[src/rtl/core/dbcs_pkg.sv]
// Package for the DBCS byte classifier: constants, byte kind codes,
// register indexes and the structs shared by the core modules.
// No dependencies.
`default_nettype none
package dbcs_pkg;

    localparam longint unsigned MAX_STRING_LEN = 65536;
    localparam int RANGE_COUNT = 8;

    localparam int POS_W = 16;
    localparam longint unsigned BYTE_LIMIT = (MAX_STRING_LEN > 65536) ? 65536 : MAX_STRING_LEN;
    localparam logic [POS_W-1:0] POS_MAX = POS_W'(BYTE_LIMIT - 1);

    localparam int QDEPTH = 2;
    localparam int QPTR_W = (QDEPTH > 1) ? $clog2(QDEPTH) : 1;
    localparam int QCNT_W = $clog2(QDEPTH + 1);

    localparam int CFG_DATA_W = 64;
    localparam int CFG_ADDR_W = 5;

    typedef enum logic [1:0] {
        KIND_SINGLE = 2'd0,
        KIND_LEAD   = 2'd1,
        KIND_TRAIL  = 2'd2
    } byte_kind_t;

    typedef enum logic [1:0] {
        REG_LEAD_A = 2'd0,
        REG_LEAD_B = 2'd1,
        REG_SEARCH = 2'd2
    } reg_idx_t;

    typedef struct packed {
        logic [63:0] lead_a;
        logic [63:0] lead_b;
        logic [7:0]  search;
    } cfg_t;

    typedef struct packed {
        byte_kind_t       kind;
        logic [POS_W-1:0] pos;
        logic             done;
        logic             match;
        logic             overflow;
    } qentry_t;

endpackage
`default_nettype wire

[src/rtl/core/dbcs_if.sv]
// Valid/ready channel interfaces for the byte input and the result output.
// No dependencies.
`default_nettype none
interface dbcs_in_if;
    logic       valid;
    logic       ready;
    logic [7:0] byte_value;
    logic       end_of_string;

    modport source (output valid, output byte_value, output end_of_string, input ready);
    modport sink (input valid, input byte_value, input end_of_string, output ready);
endinterface

interface dbcs_out_if;
    logic        valid;
    logic        ready;
    logic [1:0]  byte_kind;
    logic [15:0] byte_position;
    logic        string_done;
    logic        first_found;
    logic [15:0] first_index;
    logic        last_found;
    logic [15:0] last_index;
    logic        length_overflow;

    modport source (
        output valid, output byte_kind, output byte_position, output string_done,
        output first_found, output first_index, output last_found, output last_index,
        output length_overflow, input ready
    );
    modport sink (
        input valid, input byte_kind, input byte_position, input string_done,
        input first_found, input first_index, input last_found, input last_index,
        input length_overflow, output ready
    );
endinterface
`default_nettype wire

[src/rtl/core/dbcs_front.sv]
// Front end: accepts bytes, classes them, tracks position and overflow,
// and pushes one entry per byte into the queue. Uses dbcs_pkg, dbcs_in_if.
`default_nettype none
module dbcs_front
    import dbcs_pkg::*;
(
    input  wire logic   clk,
    input  wire logic   rst_n,
    input  wire cfg_t   cfg,
    dbcs_in_if.sink     byte_in,
    output logic        push_valid,
    input  wire logic   push_ready,
    output qentry_t     push_data
);

    byte_kind_t       prev_kind_reg, prev_kind_next;
    logic [POS_W-1:0] pos_count_reg, pos_count_next;
    logic             limit_hit_reg, limit_hit_next;
    logic             overflow_reg, overflow_next;

    logic             accept;
    logic             lead;
    byte_kind_t       kind;
    logic [POS_W-1:0] pos;
    logic             at_limit;
    logic             ovf;

    function automatic logic lead_match(input logic [7:0] b, input logic [63:0] ra,
                                        input logic [63:0] rb);
        logic [127:0] all;
        logic         alive;
        logic         hit;
        logic [7:0]   lo;
        logic [7:0]   hi;
        all   = {rb, ra};
        alive = 1'b1;
        hit   = 1'b0;
        for (int r = 0; r < RANGE_COUNT; r++)
        begin
            lo = all[16*r +: 8];
            hi = all[16*r+8 +: 8];
            if (lo == 8'd0 || hi == 8'd0)
                alive = 1'b0;
            if (alive && b >= lo && b <= hi)
                hit = 1'b1;
        end
        return hit;
    endfunction

    assign accept       = byte_in.valid && push_ready;
    assign byte_in.ready = push_ready;
    assign push_valid   = byte_in.valid;

    always_comb
    begin
        lead     = lead_match(byte_in.byte_value, cfg.lead_a, cfg.lead_b);
        kind     = (prev_kind_reg == KIND_LEAD) ? KIND_TRAIL : (lead ? KIND_LEAD : KIND_SINGLE);
        at_limit = !limit_hit_reg && (pos_count_reg >= POS_MAX);
        pos      = (limit_hit_reg || at_limit) ? POS_MAX : pos_count_reg;
        ovf      = overflow_reg || limit_hit_reg;

        push_data.kind     = kind;
        push_data.pos      = pos;
        push_data.done     = byte_in.end_of_string;
        push_data.match    = (kind == KIND_SINGLE) && (byte_in.byte_value == cfg.search);
        push_data.overflow = ovf;
    end

    always_comb
    begin
        prev_kind_next = prev_kind_reg;
        pos_count_next = pos_count_reg;
        limit_hit_next = limit_hit_reg;
        overflow_next  = overflow_reg;
        if (accept)
        begin
            if (byte_in.end_of_string)
            begin
                prev_kind_next = KIND_SINGLE;
                pos_count_next = '0;
                limit_hit_next = 1'b0;
                overflow_next  = 1'b0;
            end
            else
            begin
                prev_kind_next = kind;
                overflow_next  = ovf;
                if (at_limit)
                    limit_hit_next = 1'b1;
                else if (!limit_hit_reg)
                    pos_count_next = pos_count_reg + 1'b1;
            end
        end
    end

    always_ff @(posedge clk or negedge rst_n)
    begin
        if (!rst_n)
        begin
            prev_kind_reg <= KIND_SINGLE;
            pos_count_reg <= '0;
            limit_hit_reg <= 1'b0;
            overflow_reg  <= 1'b0;
        end
        else
        begin
            prev_kind_reg <= prev_kind_next;
            pos_count_reg <= pos_count_next;
            limit_hit_reg <= limit_hit_next;
            overflow_reg  <= overflow_next;
        end
    end

endmodule
`default_nettype wire

[src/rtl/core/dbcs_queue.sv]
// Small register queue between the front and back ends.
// Uses dbcs_pkg.
`default_nettype none
module dbcs_queue
    import dbcs_pkg::*;
(
    input  wire logic     clk,
    input  wire logic     rst_n,
    input  wire logic     push,
    input  wire qentry_t  push_data,
    output logic          full,
    input  wire logic     pop,
    output qentry_t       pop_data,
    output logic          empty,
    output logic [QCNT_W-1:0] count
);

    qentry_t             mem_reg [QDEPTH];
    logic [QPTR_W-1:0]   wr_ptr_reg, wr_ptr_next;
    logic [QPTR_W-1:0]   rd_ptr_reg, rd_ptr_next;
    logic [QCNT_W-1:0]   count_reg, count_next;
    logic                do_push;
    logic                do_pop;

    assign full     = (count_reg == QCNT_W'(QDEPTH));
    assign empty    = (count_reg == '0);
    assign count    = count_reg;
    assign pop_data = mem_reg[rd_ptr_reg];
    assign do_push  = push && !full;
    assign do_pop   = pop && !empty;

    always_comb
    begin
        wr_ptr_next = wr_ptr_reg;
        rd_ptr_next = rd_ptr_reg;
        count_next  = count_reg;
        if (do_push)
            wr_ptr_next = (wr_ptr_reg == QPTR_W'(QDEPTH - 1)) ? '0 : wr_ptr_reg + 1'b1;
        if (do_pop)
            rd_ptr_next = (rd_ptr_reg == QPTR_W'(QDEPTH - 1)) ? '0 : rd_ptr_reg + 1'b1;
        if (do_push && !do_pop)
            count_next = count_reg + 1'b1;
        else if (do_pop && !do_push)
            count_next = count_reg - 1'b1;
    end

    always_ff @(posedge clk or negedge rst_n)
    begin
        if (!rst_n)
        begin
            wr_ptr_reg <= '0;
            rd_ptr_reg <= '0;
            count_reg  <= '0;
        end
        else
        begin
            wr_ptr_reg <= wr_ptr_next;
            rd_ptr_reg <= rd_ptr_next;
            count_reg  <= count_next;
        end
    end

    always_ff @(posedge clk)
    begin
        if (do_push)
            mem_reg[wr_ptr_reg] <= push_data;
    end

endmodule
`default_nettype wire

[src/rtl/core/dbcs_back.sv]
// Back end: pops queue entries, tracks first and last match of the
// string and drives the result register. Uses dbcs_pkg, dbcs_out_if.
`default_nettype none
module dbcs_back
    import dbcs_pkg::*;
(
    input  wire logic     clk,
    input  wire logic     rst_n,
    input  wire qentry_t  pop_data,
    input  wire logic     empty,
    output logic          pop,
    dbcs_out_if.source    result_out
);

    logic             first_seen_reg, first_seen_next;
    logic [POS_W-1:0] first_where_reg, first_where_next;
    logic             last_seen_reg, last_seen_next;
    logic [POS_W-1:0] last_where_reg, last_where_next;

    logic             out_valid_reg, out_valid_next;
    byte_kind_t       kind_reg, kind_next;
    logic [POS_W-1:0] pos_reg, pos_next;
    logic             done_reg, done_next;
    logic             ffound_reg, ffound_next;
    logic [POS_W-1:0] findex_reg, findex_next;
    logic             lfound_reg, lfound_next;
    logic [POS_W-1:0] lindex_reg, lindex_next;
    logic             ovf_reg, ovf_next;

    logic             fs;
    logic [POS_W-1:0] fw;
    logic             ls;
    logic [POS_W-1:0] lw;

    assign pop = !empty && (!out_valid_reg || result_out.ready);

    always_comb
    begin
        fs = first_seen_reg || pop_data.match;
        fw = (!first_seen_reg && pop_data.match) ? pop_data.pos : first_where_reg;
        ls = last_seen_reg || pop_data.match;
        lw = pop_data.match ? pop_data.pos : last_where_reg;

        first_seen_next  = first_seen_reg;
        first_where_next = first_where_reg;
        last_seen_next   = last_seen_reg;
        last_where_next  = last_where_reg;

        out_valid_next = out_valid_reg && !result_out.ready;
        kind_next      = kind_reg;
        pos_next       = pos_reg;
        done_next      = done_reg;
        ffound_next    = ffound_reg;
        findex_next    = findex_reg;
        lfound_next    = lfound_reg;
        lindex_next    = lindex_reg;
        ovf_next       = ovf_reg;

        if (pop)
        begin
            out_valid_next = 1'b1;
            kind_next      = pop_data.kind;
            pos_next       = pop_data.pos;
            done_next      = pop_data.done;
            ffound_next    = pop_data.done && fs;
            findex_next    = (pop_data.done && fs) ? fw : '0;
            lfound_next    = pop_data.done && ls;
            lindex_next    = (pop_data.done && ls) ? lw : '0;
            ovf_next       = pop_data.overflow;
            if (pop_data.done)
            begin
                first_seen_next  = 1'b0;
                first_where_next = '0;
                last_seen_next   = 1'b0;
                last_where_next  = '0;
            end
            else
            begin
                first_seen_next  = fs;
                first_where_next = fw;
                last_seen_next   = ls;
                last_where_next  = lw;
            end
        end
    end

    always_ff @(posedge clk or negedge rst_n)
    begin
        if (!rst_n)
        begin
            first_seen_reg  <= 1'b0;
            first_where_reg <= '0;
            last_seen_reg   <= 1'b0;
            last_where_reg  <= '0;
            out_valid_reg   <= 1'b0;
        end
        else
        begin
            first_seen_reg  <= first_seen_next;
            first_where_reg <= first_where_next;
            last_seen_reg   <= last_seen_next;
            last_where_reg  <= last_where_next;
            out_valid_reg   <= out_valid_next;
        end
    end

    always_ff @(posedge clk)
    begin
        kind_reg   <= kind_next;
        pos_reg    <= pos_next;
        done_reg   <= done_next;
        ffound_reg <= ffound_next;
        findex_reg <= findex_next;
        lfound_reg <= lfound_next;
        lindex_reg <= lindex_next;
        ovf_reg    <= ovf_next;
    end

    assign result_out.valid           = out_valid_reg;
    assign result_out.byte_kind       = kind_reg;
    assign result_out.byte_position   = pos_reg;
    assign result_out.string_done     = done_reg;
    assign result_out.first_found     = ffound_reg;
    assign result_out.first_index     = findex_reg;
    assign result_out.last_found      = lfound_reg;
    assign result_out.last_index      = lindex_reg;
    assign result_out.length_overflow = ovf_reg;

endmodule
`default_nettype wire

[src/rtl/core/dbcs_byte_classify_char_search.sv]
// Result path: an accepted byte is written into the queue, and its result is loaded into the
// result register when the back end pops that queue entry.
// Throughput: one byte per cycle; the two-entry queue and the result register let
// input and output stall independently.
// Reset (rst_n low, async): lead ranges 0, search character 1, string state cleared,
// queue and result register empty. Uses dbcs_pkg, dbcs_if, front, queue, back.
`default_nettype none
module dbcs_byte_classify_char_search
    import dbcs_pkg::*;
(
    input  wire logic                  clk,
    input  wire logic                  rst_n,
    dbcs_in_if.sink                    byte_in,
    dbcs_out_if.source                 result_out,
    input  wire logic                  psel,
    input  wire logic                  penable,
    input  wire logic                  pwrite,
    input  wire logic [CFG_ADDR_W-1:0] paddr,
    input  wire logic [CFG_DATA_W-1:0] pwdata,
    output logic      [CFG_DATA_W-1:0] prdata,
    output logic                       pready
);

    cfg_t              cfg_reg, cfg_next;
    logic              cfg_wr;
    reg_idx_t          cfg_idx;

    logic              push_valid;
    qentry_t           push_data;
    logic              q_full;
    logic              q_pop;
    qentry_t           q_data;
    logic              q_empty;
    logic [QCNT_W-1:0] q_count;

    assign pready  = 1'b1;
    assign cfg_wr  = psel && penable && pwrite && pready;
    assign cfg_idx = reg_idx_t'(paddr[4:3]);

    always_comb
    begin
        cfg_next = cfg_reg;
        if (cfg_wr)
        begin
            case (cfg_idx)
                REG_LEAD_A: cfg_next.lead_a = pwdata;
                REG_LEAD_B: cfg_next.lead_b = pwdata;
                REG_SEARCH: cfg_next.search = pwdata[7:0];
                default:    cfg_next = cfg_reg;
            endcase
        end
    end

    always_comb
    begin
        case (cfg_idx)
            REG_LEAD_A: prdata = cfg_reg.lead_a;
            REG_LEAD_B: prdata = cfg_reg.lead_b;
            REG_SEARCH: prdata = {{(CFG_DATA_W-8){1'b0}}, cfg_reg.search};
            default:    prdata = '0;
        endcase
    end

    always_ff @(posedge clk or negedge rst_n)
    begin
        if (!rst_n)
        begin
            cfg_reg.lead_a <= '0;
            cfg_reg.lead_b <= '0;
            cfg_reg.search <= 8'd1;
        end
        else
        begin
            cfg_reg <= cfg_next;
        end
    end

    dbcs_front u_front (
        .clk        (clk),
        .rst_n      (rst_n),
        .cfg        (cfg_reg),
        .byte_in    (byte_in),
        .push_valid (push_valid),
        .push_ready (!q_full),
        .push_data  (push_data)
    );

    dbcs_queue u_queue (
        .clk       (clk),
        .rst_n     (rst_n),
        .push      (push_valid),
        .push_data (push_data),
        .full      (q_full),
        .pop       (q_pop),
        .pop_data  (q_data),
        .empty     (q_empty),
        .count     (q_count)
    );

    dbcs_back u_back (
        .clk        (clk),
        .rst_n      (rst_n),
        .pop_data   (q_data),
        .empty      (q_empty),
        .pop        (q_pop),
        .result_out (result_out)
    );

`ifndef SYNTHESIS
    a_queue_bound: assert property (@(posedge clk) disable iff (!rst_n)
        q_count <= QCNT_W'(QDEPTH))
        else $error("queue count above depth");

    a_match_order: assert property (@(posedge clk) disable iff (!rst_n)
        result_out.valid && result_out.first_found
        |-> result_out.last_found && result_out.first_index <= result_out.last_index)
        else $error("first match without consistent last match");

    a_overflow_pos: assert property (@(posedge clk) disable iff (!rst_n)
        result_out.valid && result_out.length_overflow |-> result_out.byte_position == POS_MAX)
        else $error("overflow reported below the position limit");

    a_pos_bound: assert property (@(posedge clk) disable iff (!rst_n)
        result_out.valid |-> result_out.byte_position <= POS_MAX)
        else $error("position above limit");
`endif

endmodule
`default_nettype wire
[src/flat_wrapper.sv]
// flat-port wrapper written by rule: the top's interface ports become plain ports
module dbcs_byte_classify_char_search_flat import dbcs_pkg::*;
  (clk, rst_n, psel, penable, pwrite, paddr, pwdata, prdata, pready, byte_in_valid, byte_in_byte_value, byte_in_end_of_string, byte_in_ready, result_out_valid, result_out_byte_kind, result_out_byte_position, result_out_string_done, result_out_first_found, result_out_first_index, result_out_last_found, result_out_last_index, result_out_length_overflow, result_out_ready);
  dbcs_in_if byte_in_i ();
  dbcs_out_if result_out_i ();
  input  wire logic clk;
  input  wire logic rst_n;
  input  wire logic psel;
  input  wire logic penable;
  input  wire logic pwrite;
  input  wire logic [CFG_ADDR_W-1:0] paddr;
  input  wire logic [CFG_DATA_W-1:0] pwdata;
  output logic      [CFG_DATA_W-1:0] prdata;
  output logic pready;
  input wire logic [$bits(byte_in_i.valid)-1:0] byte_in_valid;
  input wire logic [$bits(byte_in_i.byte_value)-1:0] byte_in_byte_value;
  input wire logic [$bits(byte_in_i.end_of_string)-1:0] byte_in_end_of_string;
  output wire logic [$bits(byte_in_i.ready)-1:0] byte_in_ready;
  output wire logic [$bits(result_out_i.valid)-1:0] result_out_valid;
  output wire logic [$bits(result_out_i.byte_kind)-1:0] result_out_byte_kind;
  output wire logic [$bits(result_out_i.byte_position)-1:0] result_out_byte_position;
  output wire logic [$bits(result_out_i.string_done)-1:0] result_out_string_done;
  output wire logic [$bits(result_out_i.first_found)-1:0] result_out_first_found;
  output wire logic [$bits(result_out_i.first_index)-1:0] result_out_first_index;
  output wire logic [$bits(result_out_i.last_found)-1:0] result_out_last_found;
  output wire logic [$bits(result_out_i.last_index)-1:0] result_out_last_index;
  output wire logic [$bits(result_out_i.length_overflow)-1:0] result_out_length_overflow;
  input wire logic [$bits(result_out_i.ready)-1:0] result_out_ready;
  assign byte_in_i.valid = byte_in_valid;
  assign byte_in_i.byte_value = byte_in_byte_value;
  assign byte_in_i.end_of_string = byte_in_end_of_string;
  assign byte_in_ready = byte_in_i.ready;
  assign result_out_valid = result_out_i.valid;
  assign result_out_byte_kind = result_out_i.byte_kind;
  assign result_out_byte_position = result_out_i.byte_position;
  assign result_out_string_done = result_out_i.string_done;
  assign result_out_first_found = result_out_i.first_found;
  assign result_out_first_index = result_out_i.first_index;
  assign result_out_last_found = result_out_i.last_found;
  assign result_out_last_index = result_out_i.last_index;
  assign result_out_length_overflow = result_out_i.length_overflow;
  assign result_out_i.ready = result_out_ready;
  dbcs_byte_classify_char_search u_core (.clk(clk), .rst_n(rst_n), .byte_in(byte_in_i), .result_out(result_out_i), .psel(psel), .penable(penable), .pwrite(pwrite), .paddr(paddr), .pwdata(pwdata), .prdata(prdata), .pready(pready));
endmodule
[config.mk]
export PLATFORM = sky130hd
export DESIGN_NAME = dbcs_byte_classify_char_search_flat
export DESIGN_NICKNAME = d
export VERILOG_FILES = /design/src/rtl/core/dbcs_pkg.sv /design/src/rtl/core/dbcs_if.sv /design/src/rtl/core/dbcs_front.sv /design/src/rtl/core/dbcs_queue.sv /design/src/rtl/core/dbcs_back.sv /design/src/rtl/core/dbcs_byte_classify_char_search.sv /design/src/flat_wrapper.sv
export SDC_FILE = /design/constraint.sdc
export NUM_CORES = 1
export LEC_CHECK = 0
export BUFFER_PORTS_ARGS = -buffer_cell sky130_fd_sc_hd__buf_2
export CELL_PAD_IN_SITES_DETAIL_PLACEMENT = 1
export CELL_PAD_IN_SITES_GLOBAL_PLACEMENT = 2
export CORE_MARGIN = 5
export CORE_UTILIZATION = 38
export DETAILED_ROUTE_END_ITERATION = 10
export PLACE_DENSITY_LB_ADDON = 0.08
export SETUP_SLACK_MARGIN = 0.15
export SLEW_MARGIN = 20
export SYNTH_ARGS = -nofsm -noshare
export SYNTH_HDL_FRONTEND = slang
export SYNTH_HIERARCHICAL = 1
export SYNTH_SLANG_ARGS = --single-unit
export TNS_END_PERCENT = 30
[constraint.sdc]
create_clock -name clk -period 5.1 [get_ports clk]
set_input_delay 0.51 -clock clk [delete_from_list [all_inputs] [get_ports clk]]
set_output_delay 0.51 -clock clk [all_outputs]
set_load 0.005 [all_outputs]
* Word-level counts from Yosys, hierarchy flattened
Memory sizes are Yosys's and may differ from the RTL's.
Cells that the tools add are included.
** Cells by class
- Equality and inequality tests :: 7
- $add $sub $neg :: 5
- Magnitude comparators :: 17
- Reductions and logical operators :: 76
- Multiplexer cells :: 40
** Operator list (count)
- 64-bit one-hot mux with 3 select lines :: 1
- 8-bit zero test :: 16
- 16-bit 2-to-1 mux :: 8
- 8-bit >= comparator :: 8
- 8-bit <= comparator :: 8
- 1-bit logical AND :: 29
- 1-bit 2-to-1 mux :: 27
- 16-bit by 1-bit adder with 16-bit output (second input constant) :: 1
- 16-bit >= comparator (second input constant) :: 1
- 1-bit logical OR :: 13
- 8-bit equality test :: 1
- 1-bit zero test :: 8
- 2-bit 2-to-1 mux :: 4
- 2-bit AND reduction :: 4
- 2-bit zero test :: 3
- 2-bit by 1-bit equality test with 1-bit output (second input constant) :: 2
- 2-bit equality test (second input constant) :: 2
- 2-bit inequality test (second input constant) :: 2
- 2-bit nonzero test :: 2
- 3-bit AND reduction :: 1
- 1-bit adder (second input constant) :: 2
- 2-bit by 1-bit adder with 2-bit output (second input constant) :: 1
- 2-bit by 1-bit subtractor with 2-bit output (second input constant) :: 1
** Storage, ports and cells
- Memories kept :: 1
- Bits in registers :: 249
- RAM bits :: 42
- Output and inout bits :: 121
** Memory list
- u_core.u_queue.mem_reg :: depth 2, width 21, read ports 1, clocked after Yosys merged registers in 0, write ports 1, RTL line dbcs_queue.sv:18 : qentry_t mem_reg [QDEPTH];

* Depth between registers and ports, before layout
Gate-level depths: netlist of run 1.
- Depth after elaboration :: 17
- Gate-level depth with buffers :: 10

* Hierarchy
Netlist of run 1, hierarchy kept.
** Modules (own cells, without submodules)
- dbcs_byte_classify_char_search :: cells each 445, times used 1, area each 6382.4 µm², sequential area each 3404.5 µm²
- dbcs_front :: cells each 620, times used 1, area each 4659.5 µm², sequential area each 500.5 µm²
- dbcs_back :: cells each 323, times used 1, area each 3963.8 µm², sequential area each 2497.4 µm²
- dbcs_queue :: cells each 84, times used 1, area each 1790.5 µm², sequential area each 1361.3 µm²

* Least setup slack after synthesis of run 1
OpenSTA, ideal clock, no wires.
- Kind :: reg-to-reg
- Start point :: register u_core.u_queue.count_reg[0] (netlist: u_core/u_queue/count[0])
- End point :: register u_core.u_queue.count_reg[1] (netlist: u_core/u_queue/count[1])
- Stages on the path, launching flop included :: 9
- Library setup time :: 79 ps
- Period minus slack after synthesis :: 4273 ps
- Data arrival time :: 4194 ps
- Setup slack :: 827 ps
- Path through :: dfrtp_1 nor2_1 clkbuf_1 nor2_1 o21ai_1 ha_1 xor2_1 nor2_1 xor2_1
** On the way
- Word-level cells in the longest chain between the ends :: 7
- Elaborated cells on any way between the ends :: 16
- Those cells by class :: add/sub (2); eq/ne (1); mux (2); reduce/logical (11)
** RTL lines
- from (decl) :: RTL line dbcs_queue.sv:21 : logic [QCNT_W-1:0] count_reg, count_next;
- from (signal assigned) :: RTL line dbcs_queue.sv:59 : count_reg <= count_next;
- 2-bit zero test (*) :: RTL line dbcs_queue.sv:26 : assign empty = (count_reg == '0);
- named net u_core.q_empty :: RTL line dbcs_byte_classify_char_search.sv:33 : logic q_empty;
- 1-bit zero test (*) :: RTL line dbcs_back.sv:35 : assign pop = !empty && (!out_valid_reg || result_out.ready);
- 1-bit logical AND (*) :: RTL line dbcs_back.sv:35
- named net u_core.q_pop :: RTL line dbcs_byte_classify_char_search.sv:31 : logic q_pop;
- 1-bit logical AND (*) :: RTL line dbcs_queue.sv:30 : assign do_pop = pop && !empty;
- 1-bit zero test :: RTL line dbcs_queue.sv:41 : if (do_push && !do_pop)
- 1-bit logical AND :: RTL line dbcs_queue.sv:41
- 2-bit 2-to-1 mux or 2-bit nonzero test (tied branches)
Mark *: on every way through the listed nets, which the timed path passes. The rest lies on a longest branch. The select of a mux whose other input is x is not followed.
A chain may end at the register's enable or synchronous reset.

==> out/qor.txt, run 1 <==
status: finished, violations left
failing checks: hold timing
CP Data Arrival Time: 3.60 ns
Async SR Flop Fraction: 67.0%
max reg flops: 136
syn_nets: 1687
RSZ-0062 raised after global routing: no
reg2reg start: u_core/cfg_reg[125]$_DFFE_PN0P_
GRT Total Usage: 20.0%
PwrDens: 491 nW/um2
Netlist cell types: 73
vias per inst: 5.25
core box area: 43900 um2
most frequent cells in the layout: buf_2 (199), dfrtp_1 (194), ha_1 (130), inv_1 (122), nor2_1 (104)
Die Span X: 220 um
synth warn: 6
setup_tns: 0 ns
Static Leak: 0.00910 uW
Nets: 1869
hpwl dp: 33400 um
1st-iter DRT viols: 421
CP Max Fanout: 16
Filler cells: 4797
crit-path leading delay family: compound AO/OA/AOI/OAI gates
fin area: 19400 um2
Crit-path slowest cell: inv_1
Clock transition at path regs: 0.06 ns
sequential share of the synthesized area: 46.2%
final hold vios: 3
depth of the most critical reg-to-reg path: 9
1st-pass router iterations: 4
CP Cell Sequence: buf_2, inv_1, ha_1, nand2b_1, a21o_1, a21oi_1, o21ai_0, a32oi_1, o221ai_1, a311oi_2, nor4b_2
Layout area overhead: 15.6%
critical path class: input pin to flip-flop
Post-Route WL: 48400 um
synthesized instance count: 1472
pin count of the biggest net entering global routing: 111
share of cells above drive strength 1: 27.2%
leading cell type in the layout, fill and taps excluded: buf_2
CTS tree: yes
Worst Tran Pin Value: 1.04 ns
starting density of the core: 38.2%
WHS: -0.0283 ns
die height: 220 um
post-synthesis cell area: 16800 um2
Slew headroom: 30.7%
WP data required: 5.45 ns
Peak VDD IR: 0.241 mV
Core Rows: 77
CTS Buf Count: 35
fin crit share: 63.6%
deepest clock path buffer count: 3
Gates resized, CTS repair: 0
placed cell area: 18200 um2
Max Freq: 308 MHz
H-Tree Depth: 2
Post-synth EDFFs: 96
Final setup violation count: 0
ys flop type: dfrtp_1
setup bufs post-CTS: 0
synthesized area per cell: 11.4 um2
register area: 7760 um2
initial antenna violation count: 3
endpoint class of the critical path: flip-flop
crit path launch type: input pin
routed vias: 11900
DRC viols: 0
Die Area: 48500 um2
Port Buffers: 201
Crit path depth: 11
Synth Register Bits: 291
Routed WL per cell: 21.3 um
first-pass GRT wire length: 75900 um
Hold Crit Class: input pin to asynchronous set/reset pin
Reg2Reg Capture Point: u_core/u_queue/mem_reg[0][1]$_DFFE_PP_
DRT antenna net count: 0
max-cap violation count: 0
Final GP Congestion: 0.760
final setup skew: 0.0135 ns
Clock Latency Late Sink: 0.54 ns
GR Overflow Total: 0
Buf/Inv on CP: 2
Root Driver: clkbuf_16
CTS Sinks: 291
Hold-fix buffers, CTS: 0
CP max stage delay: 0.72 ns
number of global-route vias before repair: 12800
IO Count: 206
fin. max-slew vios: 0
reg2reg setup slack: 2.13 ns
Tmin final: 3.24 ns
multi-input logic area: 8120 um2
routing by layer:
| layer | vias to the layer above | wire length (um) | GRT usage (%) |
|---|---|---|---|
| li1 | 5675 | - | - |
| met1 | 5993 | 21600 | 26.4 |
| met2 | 192 | 23900 | 34.4 |
| met3 | 64 | 1650 | 2.85 |
| met4 | 4 | 1200 | 6.01 |
| met5 | - | 27 | 0 |
cell families (layout without fill, tap and decap cells):
group / count (synthesis) / in the layout / share of synthesized area [%]
adder cells (fa/ha/maj): 130 / 130 / 9.68
multiplexers: 240 / 240 / 17.2
other: 1 / 2 / 0.0223
XOR/XNOR: 19 / 19 / 0.991
AO/OA/AOI/OAI: 231 / 231 / 8.62
flip-flops: 291 / 291 / 46.2
buffers and inverters: 190 / 399 / 5.56
AND/OR/NAND/NOR: 370 / 370 / 11.7
metrics by stage:
stage               power (uW)  setup WS (ns)  hold slack, ns  util (%)  instances
CTS                       9700           1.77          0.0107      44.2       2273
floorplan                 5820          0.827           0.214         -       1472
finish                    9520           1.86         -0.0283      44.2       2274
global route             10200           1.70          0.0245      44.2       2274
global placement          6920           1.26           0.463      41.5       2209
detailed placement        7030           1.20           0.467      41.5       2209
worst max-delay path by stage:
| stage | startpoint | to | slack [ns] |
|---|---|---|---|
| CTS | byte_in_byte_value[0] | u_core/u_queue/mem_reg[1][1]$_DFFE_PP_ | 1.77 |
| global route | byte_in_byte_value[0] | u_core/u_queue/mem_reg[0][1]$_DFFE_PP_ | 1.70 |
| finish | byte_in_byte_value[0] | u_core/u_queue/mem_reg[0][1]$_DFFE_PP_ | 1.86 |
| detailed placement | byte_in_byte_value[0] | u_core/u_queue/mem_reg[1][1]$_DFFE_PP_ | 1.20 |
| floorplan | u_core/u_queue/count[0]$_DFFE_PN0P_ | u_core/u_queue/count[1]$_DFFE_PN0P_ | 0.83 |
| global placement | byte_in_byte_value[0] | u_core/u_queue/mem_reg[0][1]$_DFFE_PP_ | 1.26 |
area by class of cell:
class,count,area share (%)
repair buffers,213,5.83
clock inverters,14,0.948
diodes,1,0.0129
well taps,592,3.82
multi-input cells,991,41.8
flip-flops and latches,291,40.0
clock buffers,50,5.22
inverters,122,2.36
synthesized netlist by cell type, types with 4 or more instances:
cell type	n	share of area, %
dfrtp_1	194	29
ha_1	130	9.7
inv_1	122	2.7
nor2_1	107	2.4
edfxtp_1	96	17
mux2i_1	83	4.9
nand2_1	83	1.9
mux2_4	79	7.1
o21ai_0	73	2.2
mux2_2	71	4.8
a21oi_1	63	1.9
o211ai_1	36	1.6
nand2b_1	32	1.2
nor4_1	28	1.0
nand4_1	26	0.97
buf_2	23	0.69
clkbuf_1	20	0.45
or4_1	19	0.85
a21o_1	15	0.67
or3b_1	14	0.73
xor2_1	13	0.68
nor2b_1	12	0.45
or2_2	12	0.45
buf_4	9	0.40
buf_6	8	0.54
mux2_1	7	0.47
and3_1	6	0.22
buf_12	6	0.72
nand3_1	6	0.18
xnor2_1	6	0.31
a211oi_1	5	0.22
a31oi_1	4	0.15
nor3_1	4	0.12
where the power goes:
part           switching, uW  internal [uW]  leakage, uW
logic                   1790           1380      0.00516
clock network           1010           1590     0.000585
registers                496           3260      0.00336
Note: power is estimated with default switching activity, not from simulation.
==> run 2, diff against run 1 <==
--- a/config.mk
+++ b/config.mk
@@ -5,11 +5,12 @@
 export SDC_FILE = /design/constraint.sdc
 export NUM_CORES = 1
 export LEC_CHECK = 0
+export ABC_AREA = 1
 export BUFFER_PORTS_ARGS = -buffer_cell sky130_fd_sc_hd__buf_2
 export CELL_PAD_IN_SITES_DETAIL_PLACEMENT = 1
 export CELL_PAD_IN_SITES_GLOBAL_PLACEMENT = 2
 export CORE_MARGIN = 5
-export CORE_UTILIZATION = 38
+export CORE_UTILIZATION = 35
 export DETAILED_ROUTE_END_ITERATION = 10
 export PLACE_DENSITY_LB_ADDON = 0.08
 export SETUP_SLACK_MARGIN = 0.15
==> constraint.sdc (replaced) <==
create_clock -name clk -period 3.3 [get_ports clk]
set_input_delay 0.33 -clock clk [delete_from_list [all_inputs] [get_ports clk]]
set_output_delay 0.33 -clock clk [all_outputs]
set_load 0.005 [all_outputs]
==> run 2 against run 1 <==
The run now ends clean. Global-route usage grew 0.92 points. First-iteration DRC count up 30%. Wire length is 15% higher. Combinational power increased by 49%. Clock skew is 0.0032 ns higher. Synthesized area shrank 0.38%. Die area is 7.8% higher. Design area is 3.9% higher. Register-to-register slack lost 1.2 ns.
==> out/qor.txt, run 2 <==
Post-synth EDFFs: 96 (unchanged)
share of the synthesized area in the top cell type: 29.0% (+0.11 points)
CTS Buf Count: 38 (+8.6%)
Synth Register Bits: 291 (unchanged)
Static Leak: 0.0106 uW (+17%)
leading cell type in the layout, fill and taps excluded: nand2_1
Clock Latency Late Sink: 0.56 ns (+0.02 ns)
synthesized instance count: 2112 (+43%)
Crit-path slowest cell: dfrtp_1
1st-iter DRT viols: 547 (+30%)
RSZ-0062 raised after global routing: no
final setup skew: 0.0168 ns (+0.00322 ns)
Slew headroom: 39.2% (+8.5 points)
DRC viols: 0 (unchanged)
syn_nets: 2327 (+38%)
CP Cell Sequence: inv_1, ha_1, nand2_1, o21bai_1, nand2_1, nand2_1, a21oi_1, nor2_1, nor2_1, nand3_1, nor2_1, nand2_1, nor3_1
top-count cell post-synth: nand2_1
deepest clock path buffer count: 3 (unchanged)
Tmin final: 2.39 ns
Hold Crit Class: input pin to flip-flop
vias per inst: 4.82 (-8.0%)
PwrDens: 716 nW/um2 (+46%)
CTS Sinks: 291 (unchanged)
max-cap violation count: 0 (unchanged)
crit-path leading delay family: simple AND/OR/NAND/NOR gates
endpoint class of the critical path: flip-flop
starting density of the core: 35.2% (-3.0 points)
Die Area: 52300 um2 (+7.8%)
Die Span X: 229 um (+3.8%)
GR Overflow Total: 0 (unchanged)
ys flop type: dfrtp_1
most frequent cells in the layout: nand2_1 (987), inv_1 (224), buf_2 (200), dfrtp_1 (194), ha_1 (130)
status: complete, no violations
fin. max-slew vios: 0 (unchanged)
Final setup violation count: 0 (unchanged)
Nets: 2595 (+39%)
Peak VDD IR: 0.330 mV (+37%)
hpwl dp: 39200 um (+17%)
initial antenna violation count: 2 (-1)
Worst Tran Pin Value: 0.911 ns (-0.128 ns)
fin crit share: 72.6%
antenna cells: 0 (-1)
share of cells above drive strength 1: 14.9% (-12 points)
Netlist cell types: 47 (-36%)
CTS tree: yes
Layout area overhead: 20.5%
Port Buffers: 201 (unchanged)
commonest cells in the netlist: nand2_1 (987), inv_1 (225), dfrtp_1 (194), ha_1 (130), nor2_1 (110)
critical path class: flip-flop to flip-flop
final hold vios: 0 (-3)
crit path launch type: flip-flop
leading area contributor after synthesis: dfrtp_1
die height: 229 um (+3.8%)
core box area: 47500 um2 (+8.2%)
WP data required: 3.65 ns (-1.80 ns)
Routed WL per cell: 18.4 um (-14%)
CP Max Fanout: 4 (-12)
setup_tns: 0 ns (unchanged)
Final GP Congestion: 0.803 (+5.8%)
first-pass GRT wire length: 87500 um (+15%)
Core Rows: 80 (+3.9%)
number of global-route vias before repair: 15600 (+21%)
CP Data Arrival Time: 2.74 ns (-0.86 ns)
Tot Pwr: 14400 uW (+52%)
post-synthesis cell area: 16700 um2 (-0.38%)
Root Driver: clkbuf_16
H-Tree Depth: 2 (unchanged)
max reg flops: 136 (unchanged)
routed vias: 14600 (+22%)
Async SR Flop Fraction: 67.0% (unchanged)
Buf/Inv on CP: 1 (-1)
Clock transition at path regs: 0.05 ns (about the same)
Worst path most repeated cell: nand2_1
GRT Total Usage: 21.0% (+0.92 points)
CP max stage delay: 0.43 ns (-0.29 ns)
synth warn: 6 (unchanged)
Post-Route WL: 55600 um (+15%)
Gates resized, CTS repair: 0 (unchanged)
synthesized area per cell: 7.92 um2 (-31%)
Synth area leaders: dfrtp_1 (29%), nand2_1 (22%), edfxtp_1 (17%), ha_1 (9.7%), inv_1 (5.0%)
Max Freq: 418 MHz
fin cells: 3022 (+33%)
sequential share of the synthesized area: 46.4% (+0.18 points)
1st-pass router iterations: 4 (unchanged)
pin count of the biggest net entering global routing: 73 (-34%)
DRT antenna net count: 0 (unchanged)
IO Count: 206 (unchanged)
Post-Place Cells: 2898 (+31%)
## run 2: cell type report
cell class                 instances  area, um2
multi-input combinational       1523       7600
tap                              615        769
clock inverter                    15        200
fill                            5831      27400
inverter                         236        891
sequential                       291       7760
timing repair buffer             290       1890
clock buffer                      52       1050
## run 2: power breakdown
part	internal (uW)	total, uW	switching (uW)
logic	1580	4710	3130
clock network	2550	4200	1650
registers	4910	5520	615
total	9040	14400	5400
## run 2: final timing paths
kind                            depth (start not counted)  slack (ns)                                           to                             from
min in group asynchronous                               2        0.39  u_core/u_back/last_where_reg[7]$_DFFE_PN0P_                            rst_n
max in group asynchronous                               3        2.06                u_core/cfg_reg[0]$_DFFE_PN1P_                            rst_n
worst max register to register                         13        0.91       u_core/u_queue/mem_reg[1][1]$_DFFE_PP_  u_core/cfg_reg[115]$_DFFE_PN0P_
worst min-delay path                                    3        0.04               u_core/cfg_reg[78]$_DFFE_PN0P_                        pwdata[6]
worst max-delay path                                   13        0.91       u_core/u_queue/mem_reg[1][1]$_DFFE_PP_  u_core/cfg_reg[115]$_DFFE_PN0P_
worst min register to register                          2        0.48                u_core/cfg_reg[0]$_DFFE_PN1P_    u_core/cfg_reg[0]$_DFFE_PN1P_
## run 2: tightest hold or removal path, stage by stage
cell	delay, ns
buf_2	0.12
nand2_1	0.06
nand2_1	0.05
## run 2: kinds of logic after synthesis
kind of cell | share of synthesized area, %
compound gates | 4.67
xor+xnor | 0.576
fa+ha+maj | 9.72
buf+inv | 8.32
flops | 46.4
other cells | 0.0224
simple gates | 30.3
## run 2: layer usage
layer	global-route usage (%)	part of all wire [%]	vias to the layer above
li1	-	-	7187
met4	5.16	2.0	4
met2	38.9	52	201
met1	25.7	43	7123
met3	2.93	3.4	61
met5	0	0.038	-
## run 2: per-stage QoR
step / util, % / hold slack (ns) / cell area (um2) / setup slack, ns
6_report: 42.4 / 0.0387 / 20200 / 0.905
5_1_grt: 42.4 / 0.0310 / 20200 / 0.602
3_3_place_gp: 38.6 / 0.429 / 18300 / 0.599
3_5_place_dp: 38.6 / 0.428 / 18300 / 0.464
2_1_floorplan: - / 0.0344 / 16700 / 0.740
4_1_cts: 42.4 / 0.000292 / 20200 / 0.817
## run 2: what timing repair did
item	in CTS	in global routing
setup buffers	0	0
hold buffers	57	0
hold endpoints to repair	179	0
